--- src/rtl/mhs_pkg.sv ---
// Shared types and constants for the min-heap with heapsort block.
`timescale 1ns / 1ps

package mhs_pkg;

  // Fixed field widths of the channels
  localparam int unsigned OP_W    = 2;
  localparam int unsigned VALUE_W = 32;
  localparam int unsigned COUNT_W = 6;

  // Operation codes
  typedef enum logic [OP_W-1:0] {
    OP_PUSH = 2'd0,
    OP_POP  = 2'd1,
    OP_PEEK = 2'd2,
    OP_SORT = 2'd3
  } op_t;

  // Result status codes
  typedef enum logic [1:0] {
    ST_OK    = 2'd0,
    ST_EMPTY = 2'd1,
    ST_FULL  = 2'd2
  } status_t;

  // Sequencer states
  typedef enum logic [3:0] {
    S_IDLE,
    S_UP_RD,
    S_UP_CMP,
    S_POP_R1,
    S_POP_R2,
    S_PEEK_R,
    S_SRT_R1,
    S_SRT_R2,
    S_DN_RDL,
    S_DN_RDR,
    S_DN_CMP,
    S_SRT_NEXT,
    S_EM_RD,
    S_EM_OUT,
    S_RESULT
  } state_t;

  // One result beat
  typedef struct packed {
    logic [VALUE_W-1:0] result_value;
    status_t            status;
    logic [COUNT_W-1:0] entry_count;
    logic               last_of_run;
  } rsp_t;

endpackage

--- src/rtl/mhs_req_if.sv ---
// Request channel: one operation per beat.
`timescale 1ns / 1ps

interface mhs_req_if;
  logic                                valid;
  logic                                ready;
  logic [mhs_pkg::OP_W-1:0]            operation;
  logic signed [mhs_pkg::VALUE_W-1:0]  push_value;

  modport source (output valid, output operation, output push_value, input ready);
  modport sink   (input valid, input operation, input push_value, output ready);
endinterface

--- src/rtl/mhs_rsp_if.sv ---
// Result channel: one result item per beat.
`timescale 1ns / 1ps

interface mhs_rsp_if;
  logic                                valid;
  logic                                ready;
  logic signed [mhs_pkg::VALUE_W-1:0]  result_value;
  logic [1:0]                          status;
  logic [mhs_pkg::COUNT_W-1:0]         entry_count;
  logic                                last_of_run;

  modport source (output valid, output result_value, output status,
                  output entry_count, output last_of_run, input ready);
  modport sink   (input valid, input result_value, input status,
                  input entry_count, input last_of_run, output ready);
endinterface

--- src/rtl/mhs_ram.sv ---
// Generic single-write, single-read RAM with registered read data.
`timescale 1ns / 1ps

module mhs_ram #(
  parameter int unsigned WIDTH = 32,
  parameter int unsigned DEPTH = 32
) (
  input  logic                     clk,
  input  logic                     we,
  input  logic [$clog2(DEPTH)-1:0] waddr,
  input  logic [WIDTH-1:0]         wdata,
  input  logic                     re,
  input  logic [$clog2(DEPTH)-1:0] raddr,
  output logic [WIDTH-1:0]         rdata
);

  logic [WIDTH-1:0] mem [DEPTH];

  // Write port
  always_ff @(posedge clk) begin
    if (we) begin
      mem[waddr] <= wdata;
    end
  end

  // Read port, data held until the next read
  always_ff @(posedge clk) begin
    if (re) begin
      rdata <= mem[raddr];
    end
  end

endmodule

--- src/rtl/mhs_engine.sv ---
// Heap sequencer: push, pop, peek and heapsort over the heap RAM.
`timescale 1ns / 1ps

module mhs_engine #(
  parameter int unsigned DEPTH      = 32,
  parameter int unsigned DATA_WIDTH = 32
) (
  input  logic                               clk,
  input  logic                               rst,
  input  logic                               req_valid,
  output logic                               req_ready,
  input  mhs_pkg::op_t                       req_op,
  input  logic signed [mhs_pkg::VALUE_W-1:0] req_value,
  output logic                               res_valid,
  input  logic                               res_ready,
  output mhs_pkg::rsp_t                      res
);

  localparam int unsigned AW = $clog2(DEPTH);
  localparam int unsigned CW = $clog2(DEPTH + 1);
  localparam int unsigned XW = AW + 2;

  mhs_pkg::state_t state, state_next;
  mhs_pkg::op_t    op_q, op_q_next;
  mhs_pkg::status_t res_st, res_st_next;

  logic [AW-1:0]                cur, cur_next;
  logic signed [DATA_WIDTH-1:0] val, val_next;
  logic signed [DATA_WIDTH-1:0] lval, lval_next;
  logic signed [DATA_WIDTH-1:0] res_val, res_val_next;
  logic                         has_r, has_r_next;
  logic [CW-1:0]                limit, limit_next;
  logic [CW-1:0]                cnt, cnt_next;
  logic [CW-1:0]                idx, idx_next;

  // RAM port signals
  logic                         ram_we;
  logic [AW-1:0]                ram_waddr;
  logic signed [DATA_WIDTH-1:0] ram_wdata;
  logic                         ram_re;
  logic [AW-1:0]                ram_raddr;
  logic signed [DATA_WIDTH-1:0] rdata;

  // Index arithmetic and compares
  logic                         accept;
  logic [AW-1:0]                parent;
  logic [XW-1:0]                lc, rc, limit_x;
  logic                         go_l, go_r, move, up_less;
  logic signed [DATA_WIDTH-1:0] best_l, best;
  logic [AW-1:0]                child;
  logic                         full, empty, em_last;
  mhs_pkg::state_t              dn_done;

  mhs_ram #(
    .WIDTH (DATA_WIDTH),
    .DEPTH (DEPTH)
  ) u_ram (
    .clk   (clk),
    .we    (ram_we),
    .waddr (ram_waddr),
    .wdata (ram_wdata),
    .re    (ram_re),
    .raddr (ram_raddr),
    .rdata (rdata)
  );

  assign req_ready = (state == mhs_pkg::S_IDLE);
  assign accept    = req_valid && req_ready;
  assign full      = (cnt == CW'(DEPTH));
  assign empty     = (cnt == '0);

  assign parent  = (cur - AW'(1)) >> 1;
  assign lc      = {1'b0, cur, 1'b1};
  assign rc      = {1'b0, cur, 1'b0} + XW'(2);
  assign limit_x = XW'(limit);
  assign up_less = (val < rdata);

  // Sift-down selection: hole value against left then right child
  assign go_l   = (lval < val);
  assign best_l = go_l ? lval : val;
  assign go_r   = has_r && (rdata < best_l);
  assign move   = go_l || go_r;
  assign best   = go_r ? rdata : lval;
  assign child  = go_r ? AW'(rc) : AW'(lc);

  assign em_last = (idx == cnt - CW'(1));
  assign dn_done = (op_q == mhs_pkg::OP_SORT) ? mhs_pkg::S_SRT_NEXT : mhs_pkg::S_RESULT;

  // Next state
  always_comb begin
    state_next = state;
    unique case (state)
      mhs_pkg::S_IDLE: begin
        if (accept) begin
          unique case (req_op)
            mhs_pkg::OP_PUSH: state_next = full ? mhs_pkg::S_RESULT : mhs_pkg::S_UP_RD;
            mhs_pkg::OP_POP:  state_next = empty ? mhs_pkg::S_RESULT : mhs_pkg::S_POP_R1;
            mhs_pkg::OP_PEEK: state_next = empty ? mhs_pkg::S_RESULT : mhs_pkg::S_PEEK_R;
            mhs_pkg::OP_SORT: begin
              if (empty) state_next = mhs_pkg::S_RESULT;
              else if (cnt == CW'(1)) state_next = mhs_pkg::S_EM_RD;
              else state_next = mhs_pkg::S_SRT_R1;
            end
            default: state_next = mhs_pkg::S_IDLE;
          endcase
        end
      end
      mhs_pkg::S_UP_RD:  state_next = (cur == '0) ? mhs_pkg::S_RESULT : mhs_pkg::S_UP_CMP;
      mhs_pkg::S_UP_CMP: state_next = up_less ? mhs_pkg::S_UP_RD : mhs_pkg::S_RESULT;
      mhs_pkg::S_POP_R1: state_next = mhs_pkg::S_POP_R2;
      mhs_pkg::S_POP_R2: state_next = empty ? mhs_pkg::S_RESULT : mhs_pkg::S_DN_RDL;
      mhs_pkg::S_PEEK_R: state_next = mhs_pkg::S_RESULT;
      mhs_pkg::S_SRT_R1: state_next = mhs_pkg::S_SRT_R2;
      mhs_pkg::S_SRT_R2: state_next = mhs_pkg::S_DN_RDL;
      mhs_pkg::S_DN_RDL: state_next = (lc >= limit_x) ? dn_done : mhs_pkg::S_DN_RDR;
      mhs_pkg::S_DN_RDR: state_next = mhs_pkg::S_DN_CMP;
      mhs_pkg::S_DN_CMP: state_next = move ? mhs_pkg::S_DN_RDL : dn_done;
      mhs_pkg::S_SRT_NEXT: begin
        state_next = (idx == CW'(1)) ? mhs_pkg::S_EM_RD : mhs_pkg::S_SRT_R1;
      end
      mhs_pkg::S_EM_RD:  state_next = mhs_pkg::S_EM_OUT;
      mhs_pkg::S_EM_OUT: begin
        if (res_ready) state_next = em_last ? mhs_pkg::S_IDLE : mhs_pkg::S_EM_RD;
      end
      mhs_pkg::S_RESULT: begin
        if (res_ready) state_next = mhs_pkg::S_IDLE;
      end
      default: state_next = mhs_pkg::S_IDLE;
    endcase
  end

  // Datapath controls, RAM accesses and result beat
  always_comb begin
    op_q_next    = op_q;
    res_st_next  = res_st;
    res_val_next = res_val;
    cur_next     = cur;
    val_next     = val;
    lval_next    = lval;
    has_r_next   = has_r;
    limit_next   = limit;
    cnt_next     = cnt;
    idx_next     = idx;
    ram_we       = 1'b0;
    ram_waddr    = cur;
    ram_wdata    = val;
    ram_re       = 1'b0;
    ram_raddr    = '0;
    res_valid    = 1'b0;
    res.result_value = mhs_pkg::VALUE_W'(res_val);
    res.status       = res_st;
    res.entry_count  = mhs_pkg::COUNT_W'(cnt);
    res.last_of_run  = 1'b1;

    unique case (state)
      mhs_pkg::S_IDLE: begin
        if (accept) begin
          op_q_next    = req_op;
          res_val_next = '0;
          res_st_next  = mhs_pkg::ST_OK;
          // root read is harmless for every operation
          ram_re       = 1'b1;
          if (req_op == mhs_pkg::OP_PUSH) begin
            if (full) begin
              res_st_next = mhs_pkg::ST_FULL;
            end else begin
              cur_next = AW'(cnt);
              val_next = DATA_WIDTH'(req_value);
              cnt_next = cnt + CW'(1);
            end
          end else if (empty) begin
            res_st_next = mhs_pkg::ST_EMPTY;
          end else begin
            idx_next = cnt - CW'(1);
          end
        end
      end
      // Sift up: move parents down into the hole until the value fits
      mhs_pkg::S_UP_RD: begin
        if (cur == '0) begin
          ram_we = 1'b1;
        end else begin
          ram_re    = 1'b1;
          ram_raddr = parent;
        end
      end
      mhs_pkg::S_UP_CMP: begin
        ram_we = 1'b1;
        if (up_less) begin
          ram_wdata = rdata;
          cur_next  = parent;
        end
      end
      // Pop: take root, last entry becomes the hole value
      mhs_pkg::S_POP_R1: begin
        res_val_next = rdata;
        ram_re       = 1'b1;
        ram_raddr    = AW'(cnt - CW'(1));
        cnt_next     = cnt - CW'(1);
      end
      mhs_pkg::S_POP_R2: begin
        val_next   = rdata;
        cur_next   = '0;
        limit_next = cnt;
      end
      mhs_pkg::S_PEEK_R: begin
        res_val_next = rdata;
      end
      // Sort step: root goes to the last unsorted slot
      mhs_pkg::S_SRT_R1: begin
        lval_next = rdata;
        ram_re    = 1'b1;
        ram_raddr = AW'(idx);
      end
      mhs_pkg::S_SRT_R2: begin
        ram_we     = 1'b1;
        ram_waddr  = AW'(idx);
        ram_wdata  = lval;
        val_next   = rdata;
        cur_next   = '0;
        limit_next = idx;
      end
      // Sift down: read children, then move the least one up while it is below the hole value
      mhs_pkg::S_DN_RDL: begin
        if (lc >= limit_x) begin
          ram_we = 1'b1;
        end else begin
          ram_re    = 1'b1;
          ram_raddr = AW'(lc);
        end
      end
      mhs_pkg::S_DN_RDR: begin
        lval_next = rdata;
        if (rc < limit_x) begin
          ram_re     = 1'b1;
          ram_raddr  = AW'(rc);
          has_r_next = 1'b1;
        end else begin
          has_r_next = 1'b0;
        end
      end
      mhs_pkg::S_DN_CMP: begin
        ram_we = 1'b1;
        if (move) begin
          ram_wdata = best;
          cur_next  = child;
        end
      end
      mhs_pkg::S_SRT_NEXT: begin
        if (idx == CW'(1)) begin
          idx_next = '0;
        end else begin
          idx_next = idx - CW'(1);
          ram_re   = 1'b1;
        end
      end
      // Emit sorted store in index order
      mhs_pkg::S_EM_RD: begin
        ram_re    = 1'b1;
        ram_raddr = AW'(idx);
      end
      mhs_pkg::S_EM_OUT: begin
        res_valid        = 1'b1;
        res.result_value = mhs_pkg::VALUE_W'(rdata);
        res.status       = mhs_pkg::ST_OK;
        res.last_of_run  = em_last;
        if (res_ready) idx_next = idx + CW'(1);
      end
      mhs_pkg::S_RESULT: begin
        res_valid = 1'b1;
      end
      default: begin
      end
    endcase
  end

  // Control registers
  always_ff @(posedge clk) begin
    if (rst) begin
      state <= mhs_pkg::S_IDLE;
      cnt   <= '0;
    end else begin
      state <= state_next;
      cnt   <= cnt_next;
    end
  end

  // Working registers
  always_ff @(posedge clk) begin
    op_q    <= op_q_next;
    res_st  <= res_st_next;
    res_val <= res_val_next;
    cur     <= cur_next;
    val     <= val_next;
    lval    <= lval_next;
    has_r   <= has_r_next;
    limit   <= limit_next;
    idx     <= idx_next;
  end

endmodule

--- src/rtl/min_heap_with_heap_sort.sv ---
// Top level: binary min-heap with in-place heapsort, output register stage.
//
// Usage: the req channel takes one operation per beat (push, pop minimum,
// peek minimum, sort and emit all) with a signed push value. The rsp channel
// returns one beat per push, pop or peek, and one beat per stored entry for
// a sort, the final beat of each operation flagged by last_of_run. Every
// beat carries the entry count after the operation.
// Push moves the value up level by level toward the root; pop takes the root
// and sifts the last entry down from it; peek reads the root; sort runs the
// sort passes and then emits the store. The heap RAM has one write port and
// one read port with registered read data.
// One operation is worked on at a time; the next request is taken once the
// previous result sits in the output register.
// Reset clears the entry count and the sequencer; the heap RAM is not
// cleared, since only entries below the count are ever used.
// When the receiver stalls, the output register holds its beat and the
// sequencer waits on its next result beat.
`timescale 1ns / 1ps

module min_heap_with_heap_sort #(
  parameter int unsigned DEPTH      = 32,
  parameter int unsigned DATA_WIDTH = 32
) (
  input  logic      clk,
  input  logic      rst,
  mhs_req_if.sink   req,
  mhs_rsp_if.source rsp
);

  logic          res_valid;
  logic          res_ready;
  mhs_pkg::rsp_t res;
  logic          out_valid;
  mhs_pkg::rsp_t out_q;

  mhs_engine #(
    .DEPTH      (DEPTH),
    .DATA_WIDTH (DATA_WIDTH)
  ) u_engine (
    .clk       (clk),
    .rst       (rst),
    .req_valid (req.valid),
    .req_ready (req.ready),
    .req_op    (mhs_pkg::op_t'(req.operation)),
    .req_value (req.push_value),
    .res_valid (res_valid),
    .res_ready (res_ready),
    .res       (res)
  );

  // Output slot free when empty or being drained this cycle
  assign res_ready = !out_valid || rsp.ready;

  // Output register valid
  always_ff @(posedge clk) begin
    if (rst) begin
      out_valid <= 1'b0;
    end else if (res_valid && res_ready) begin
      out_valid <= 1'b1;
    end else if (rsp.ready) begin
      out_valid <= 1'b0;
    end
  end

  // Output register payload
  always_ff @(posedge clk) begin
    if (res_valid && res_ready) begin
      out_q <= res;
    end
  end

  assign rsp.valid        = out_valid;
  assign rsp.result_value = out_q.result_value;
  assign rsp.status       = out_q.status;
  assign rsp.entry_count  = out_q.entry_count;
  assign rsp.last_of_run  = out_q.last_of_run;

endmodule

--- src/flat_wrapper.sv ---
// flat-port wrapper written by rule: the top's interface ports become plain ports
module min_heap_with_heap_sort_flat 
#(
  parameter int unsigned DEPTH      = 32,
  parameter int unsigned DATA_WIDTH = 32
)
  (clk, rst, req_valid, req_operation, req_push_value, req_ready, rsp_valid, rsp_result_value, rsp_status, rsp_entry_count, rsp_last_of_run, rsp_ready);
  mhs_req_if req_i ();
  mhs_rsp_if rsp_i ();
  input  logic clk;
  input  logic rst;
  input wire logic [$bits(req_i.valid)-1:0] req_valid;
  input wire logic [$bits(req_i.operation)-1:0] req_operation;
  input wire logic [$bits(req_i.push_value)-1:0] req_push_value;
  output wire logic [$bits(req_i.ready)-1:0] req_ready;
  output wire logic [$bits(rsp_i.valid)-1:0] rsp_valid;
  output wire logic [$bits(rsp_i.result_value)-1:0] rsp_result_value;
  output wire logic [$bits(rsp_i.status)-1:0] rsp_status;
  output wire logic [$bits(rsp_i.entry_count)-1:0] rsp_entry_count;
  output wire logic [$bits(rsp_i.last_of_run)-1:0] rsp_last_of_run;
  input wire logic [$bits(rsp_i.ready)-1:0] rsp_ready;
  assign req_i.valid = req_valid;
  assign req_i.operation = req_operation;
  assign req_i.push_value = req_push_value;
  assign req_ready = req_i.ready;
  assign rsp_valid = rsp_i.valid;
  assign rsp_result_value = rsp_i.result_value;
  assign rsp_status = rsp_i.status;
  assign rsp_entry_count = rsp_i.entry_count;
  assign rsp_last_of_run = rsp_i.last_of_run;
  assign rsp_i.ready = rsp_ready;
  min_heap_with_heap_sort #(.DEPTH(DEPTH), .DATA_WIDTH(DATA_WIDTH)) u_core (.clk(clk), .rst(rst), .req(req_i), .rsp(rsp_i));
endmodule
--- config.mk ---
export PLATFORM = sky130hd
export DESIGN_NAME = min_heap_with_heap_sort_flat
export DESIGN_NICKNAME = d
export VERILOG_FILES = /design/src/rtl/mhs_pkg.sv /design/src/rtl/mhs_req_if.sv /design/src/rtl/mhs_rsp_if.sv /design/src/rtl/mhs_ram.sv /design/src/rtl/mhs_engine.sv /design/src/rtl/min_heap_with_heap_sort.sv /design/src/flat_wrapper.sv
export SDC_FILE = /design/constraint.sdc
export NUM_CORES = 2
export LEC_CHECK = 0
export ABC_AREA = 1
export BUFFER_PORTS_ARGS = -buffer_cell sky130_fd_sc_hd__buf_2
export CORE_ASPECT_RATIO = 0.75
export CORE_MARGIN = 3
export CORE_UTILIZATION = 60
export CTS_BUF_LIST = sky130_fd_sc_hd__clkbuf_4 sky130_fd_sc_hd__clkbuf_8
export DETAILED_ROUTE_END_ITERATION = 10
export PLACE_DENSITY = 0.8
export REMOVE_ABC_BUFFERS = 1
export SLEW_MARGIN = 5
export SYNTH_ARGS = -nofsm -noshare
export SYNTH_HDL_FRONTEND = slang
export SYNTH_SLANG_ARGS = --single-unit
export TNS_END_PERCENT = 10
--- constraint.sdc ---
create_clock -name clk -period 6.7 [get_ports clk]
set_input_delay 1.005 -clock clk [delete_from_list [all_inputs] [get_ports clk]]
set_output_delay 1.005 -clock clk [all_outputs]
set_load 0.02 [all_outputs]
==> impl_metrics.yaml <==
drt:
  drt-total-wl_mm: 154.4
  vias: 38781
  drt-pass1-iter-count: 6
  wl_per_cell_um: 24.55
  drt_drc_violations_left: 0
  drtIter0Drc: 6041
  vias_per_cell: 6.166
  drt.antenna.violating_nets: 0
global_route:
  grt_max_degree: 197
  globalRouteOverflowTotal: 0
  global_route_usage_sum: 0.3220
  first_pass_grt_wire_length_mm: 224.2
  number_of_global_route_vias_before_repair: 35500
  number_of_antenna_violations_at_the_first_check_in_global_routing: 1
status:
  status: "complete, no violations"
critical_path:
  worst_path_largest_cell_delay_ns: 0.57
  largest_fanout_of_any_net_on_the_critical_path: 32
  worstPathArrival_ns: 6.89
  reg2reg_depth: 25
  start_kind: "flop"
  reg2reg_setup_slack_ns: 0.50
  reg2reg_from: "u_core.u_engine.val[21]"
  slowest_stage: "o21ai_0"
  nature_of_the_critical_path_endpoint: "flop"
  path_class: "reg -> reg"
  crit_path_frequent_cell: "nand2_1"
  worstReg2RegEnd: "u_core.u_engine.u_ram.mem[2][0]"
  critPathRequiredTime_ns: 7.39
timing:
  timing_worst_slew_pin_value_ns: 1.258
  setup_repair_after_global_routing_missed_its_margin: "false"
  period_share: 0.9260
  hold_slack_ns: 0.3880
  worst_case_headroom_to_the_max_slew_limit: 0.1591
  tns_ns: 0
  setup_slack_ns: 0.4956
  setup_violation_total_in_the_final_timing_report: 0
  max_freq_ghz: 0.1612
  finalHoldViolCount: 0
  fin_worst_skew_ns: 0.06587
  timing.final.max_slew_violations: 0
  layout_min_cycle_time_ns: 6.204
placed_design:
  hpwlAfterDp_mm: 87.54
  place.detailed.instances: 5963
  port_buffers: 80
  placed_cell_area_sq_um: 56760
  gpl.final_weighted_congestion: 0.9628
  detailedPlace.worstSlack_ns: 0.8127
yosys:
  ys_ff_latch: 1226
  synth.area.mux_share: 0
  average_cell_area_after_synthesis_sq_um: 11.33
  yosys_cell_types: 50
  synth_async_sr_flop_share: 0
  synth_top_family_by_area: "compound AO/OA/AOI/OAI gates"
  syn-instance-count: 4825
  synth-main-ff-cell: "edfxtp_1"
  synth-seq-area-share: 0.6714
  yosys.area_share.simple: 0.08071
  synth_adder_area_share: 0.02586
  number_of_enable_type_register_cells_in_the_synthesized_netlist: 1215
  synthXorXnorAreaFrac: 0.002723
  compound_gate_fraction_of_synth_area: 0.1450
  yosysWarningCount: 0
  synth_area_sq_um: 54670
hold_path:
  hold_path_depth: 1
  worstHoldEndpoint: "u_core.u_engine.op_q[0]"
  hold_start: "req_operation[0]"
  worst_min_delay_path_class: "in -> reg"
layout:
  nets: 5084
  area_growth_syn_to_layout_pct: 10.27
  finish.utilization: 0.6700
  most_used_cells_in_the_layout_excluding_fill_and_tap_cells: "edfxtp_1 (1215), inv_1 (746), o21ai_0 (525), nor2_1 (397), nand2_1 (335)"
  fin_cells: 6290
  layout_commonest_cell: "edfxtp_1"
  stdcell_area_sq_um: 60290
  post_route_cells_drive_above_1_share: 0.1143
  num-fill-cells: 6370
power:
  combinational_cell_fraction_of_total_power: 0.425
  power_mw: 29.85
  proportion_of_power_drawn_by_the_clock_network: 0.202
  pwr-share-seq: 0.373
  leakagePower_nw: 22.90
  power.switching_fraction: 0.4206
  cellInternalPower_mw: 17.30
  power_per_cell_area_nw_per_um2: 495.2
  total_switching_power_mw: 12.55
  worst_ir_drop_vdd_mv: 0.4779
clock_tree:
  clk_pin_slew_worst_paths_ns: 0.07
  clock_insertion_delay_worst_skew_ns: 0.92
  hold_buffers: 0
  cts_inserted_buffers: 180
  cts_sink_count: 1226
  cts-root-buf: "clkbuf_8"
  cts_tree: "done"
  cts_resized: 0
  post-cts-setup-buffer-count: 0
  maximum_root_to_sink_buffer_count: 3
  htreeDepth: 4
die:
  rows: 95
  floorplan.initialDensity: 0.6076
  core_area_sq_um: 89980
  die_area_sq_um: 94820
  die_width_um: 354.6
  die_height_um: 267.4
  io_count: 81
run:
  max-cap-violations: 0
==> how the worst max path moves through the flow <==
| stage | from | to |
|---|---|---|
| 3_3_place_gp | u_core.u_engine.val[15] | u_core.u_engine.u_ram.mem[2][26] |
| 4_1_cts | u_core.u_engine.val[21] | u_core.u_engine.u_ram.mem[2][0] |
| 5_1_grt | u_core.u_engine.val[15] | u_core.u_engine.u_ram.mem[2][0] |
| 2_1_floorplan | u_core.u_engine.cur[0] | u_core.u_engine.u_ram.rdata[0] |
| 3_5_place_dp | u_core.u_engine.val[21] | u_core.u_engine.u_ram.mem[0][26] |
| 6_report | u_core.u_engine.val[21] | u_core.u_engine.u_ram.mem[2][0] |
==> registers in the layout, indices dropped and copies added, names as in the netlist, 4 cells and up <==
| name | flops |
|---|---|
| u_core.u_engine.val | 32 |
| u_core.u_engine.lval | 32 |
| u_core.u_engine.state | 4 |
| u_core.rsp.entry_count | 6 |
| u_core.rsp.result_value | 32 |
| u_core.u_engine.u_ram.mem | 1024 |
| u_core.u_engine.u_ram.rdata | 32 |
| u_core.u_engine.limit | 6 |
| u_core.u_engine.cnt | 6 |
| u_core.u_engine.cur | 5 |
| u_core.u_engine.res_val | 32 |
| u_core.u_engine.idx | 6 |
==> final cells by class <==
cell class / instances / area [sq um] / area share
Timing Repair Buffer: 199 / 1481 / 0.02457
Clock buffer: 245 / 2972 / 0.04929
Clock inverter: 80 / 551.8 / 0.009152
Sequential cell: 1226 / 36710 / 0.6088
Tap cell: 1212 / 1516 / 0.02515
Inverter: 767 / 2887 / 0.04788
Antenna cell: 2 / 5.005 / 0.00008301
Multi-Input combinational cell: 2559 / 14170 / 0.2351
==> synth_stat cells, types with 3 or more instances <==
cell,n,area [sq um]
a211oi_1,263,1974
a21oi_1,324,1622
a22oi_1,4,30.03
a22oi_2,28,350.3
a31oi_1,3,18.77
buf_1,13,48.80
buf_2,70,350.3
buf_6,8,90.09
clkbuf_1,181,679.4
clkinv_1,3,11.26
dfxtp_1,11,220.2
edfxtp_1,1215,36480
ha_1,113,1414
inv_1,756,2838
inv_2,8,30.03
nand2_1,337,1265
nand3_1,226,1131
nand4_1,14,87.58
nor2_1,425,1595
nor2_2,3,18.77
nor3_1,45,225.2
nor4_1,4,25.02
o211ai_1,8,60.06
o21a_1,6,45.04
o21ai_0,525,2628
o21ai_1,142,710.7
o21ai_2,4,35.03
o221ai_1,6,52.55
o22ai_1,35,219.0
o31ai_1,3,22.52
or2_2,3,18.77
xnor2_1,3,26.28
xor2_1,14,122.6
==> power groups by stage <==
stage | logic, mW | registers, mW | clock network [mW]
after floorplan | 7.95 | 11.2 | 0
after global placement | 11.9 | 11.3 | 0
after detailed placement | 12.2 | 11.3 | 0
after CTS | 12.3 | 11.1 | 6.05
after global routing | 13.8 | 11.2 | 6.39
final | 12.7 | 11.1 | 6.02
==> worst max-delay path: cells and delay by family (launching register included) <==
family                     cells  cell delay, ns
AOI/OAI and AO/OA              5            1.42
and+or+nand+nor               14            2.30
adders and majority gates      2            0.49
buffers and inverters          4            1.31
DFF                            1            0.42
==> logic make-up after synthesis <==
family	after synthesis
adders and majority gates	113
buffers and inverters	1040
AOI/OAI and AO/OA	1367
DFF	1226
and+or+nand+nor	1062
xor gates and xnor gates	17
==> layer usage <==
| metal | track usage | share of wire | vias up |
|---|---|---|---|
| met3 | 0.1031 | 0.15 | 454 |
| li1 | - | - | 17303 |
| met5 | 0 | 0 | - |
| met1 | 0.4650 | 0.39 | 18152 |
| met2 | 0.4497 | 0.41 | 2872 |
| met4 | 0.1434 | 0.044 | 0 |
Note: power is estimated with default switching activity, not from simulation.
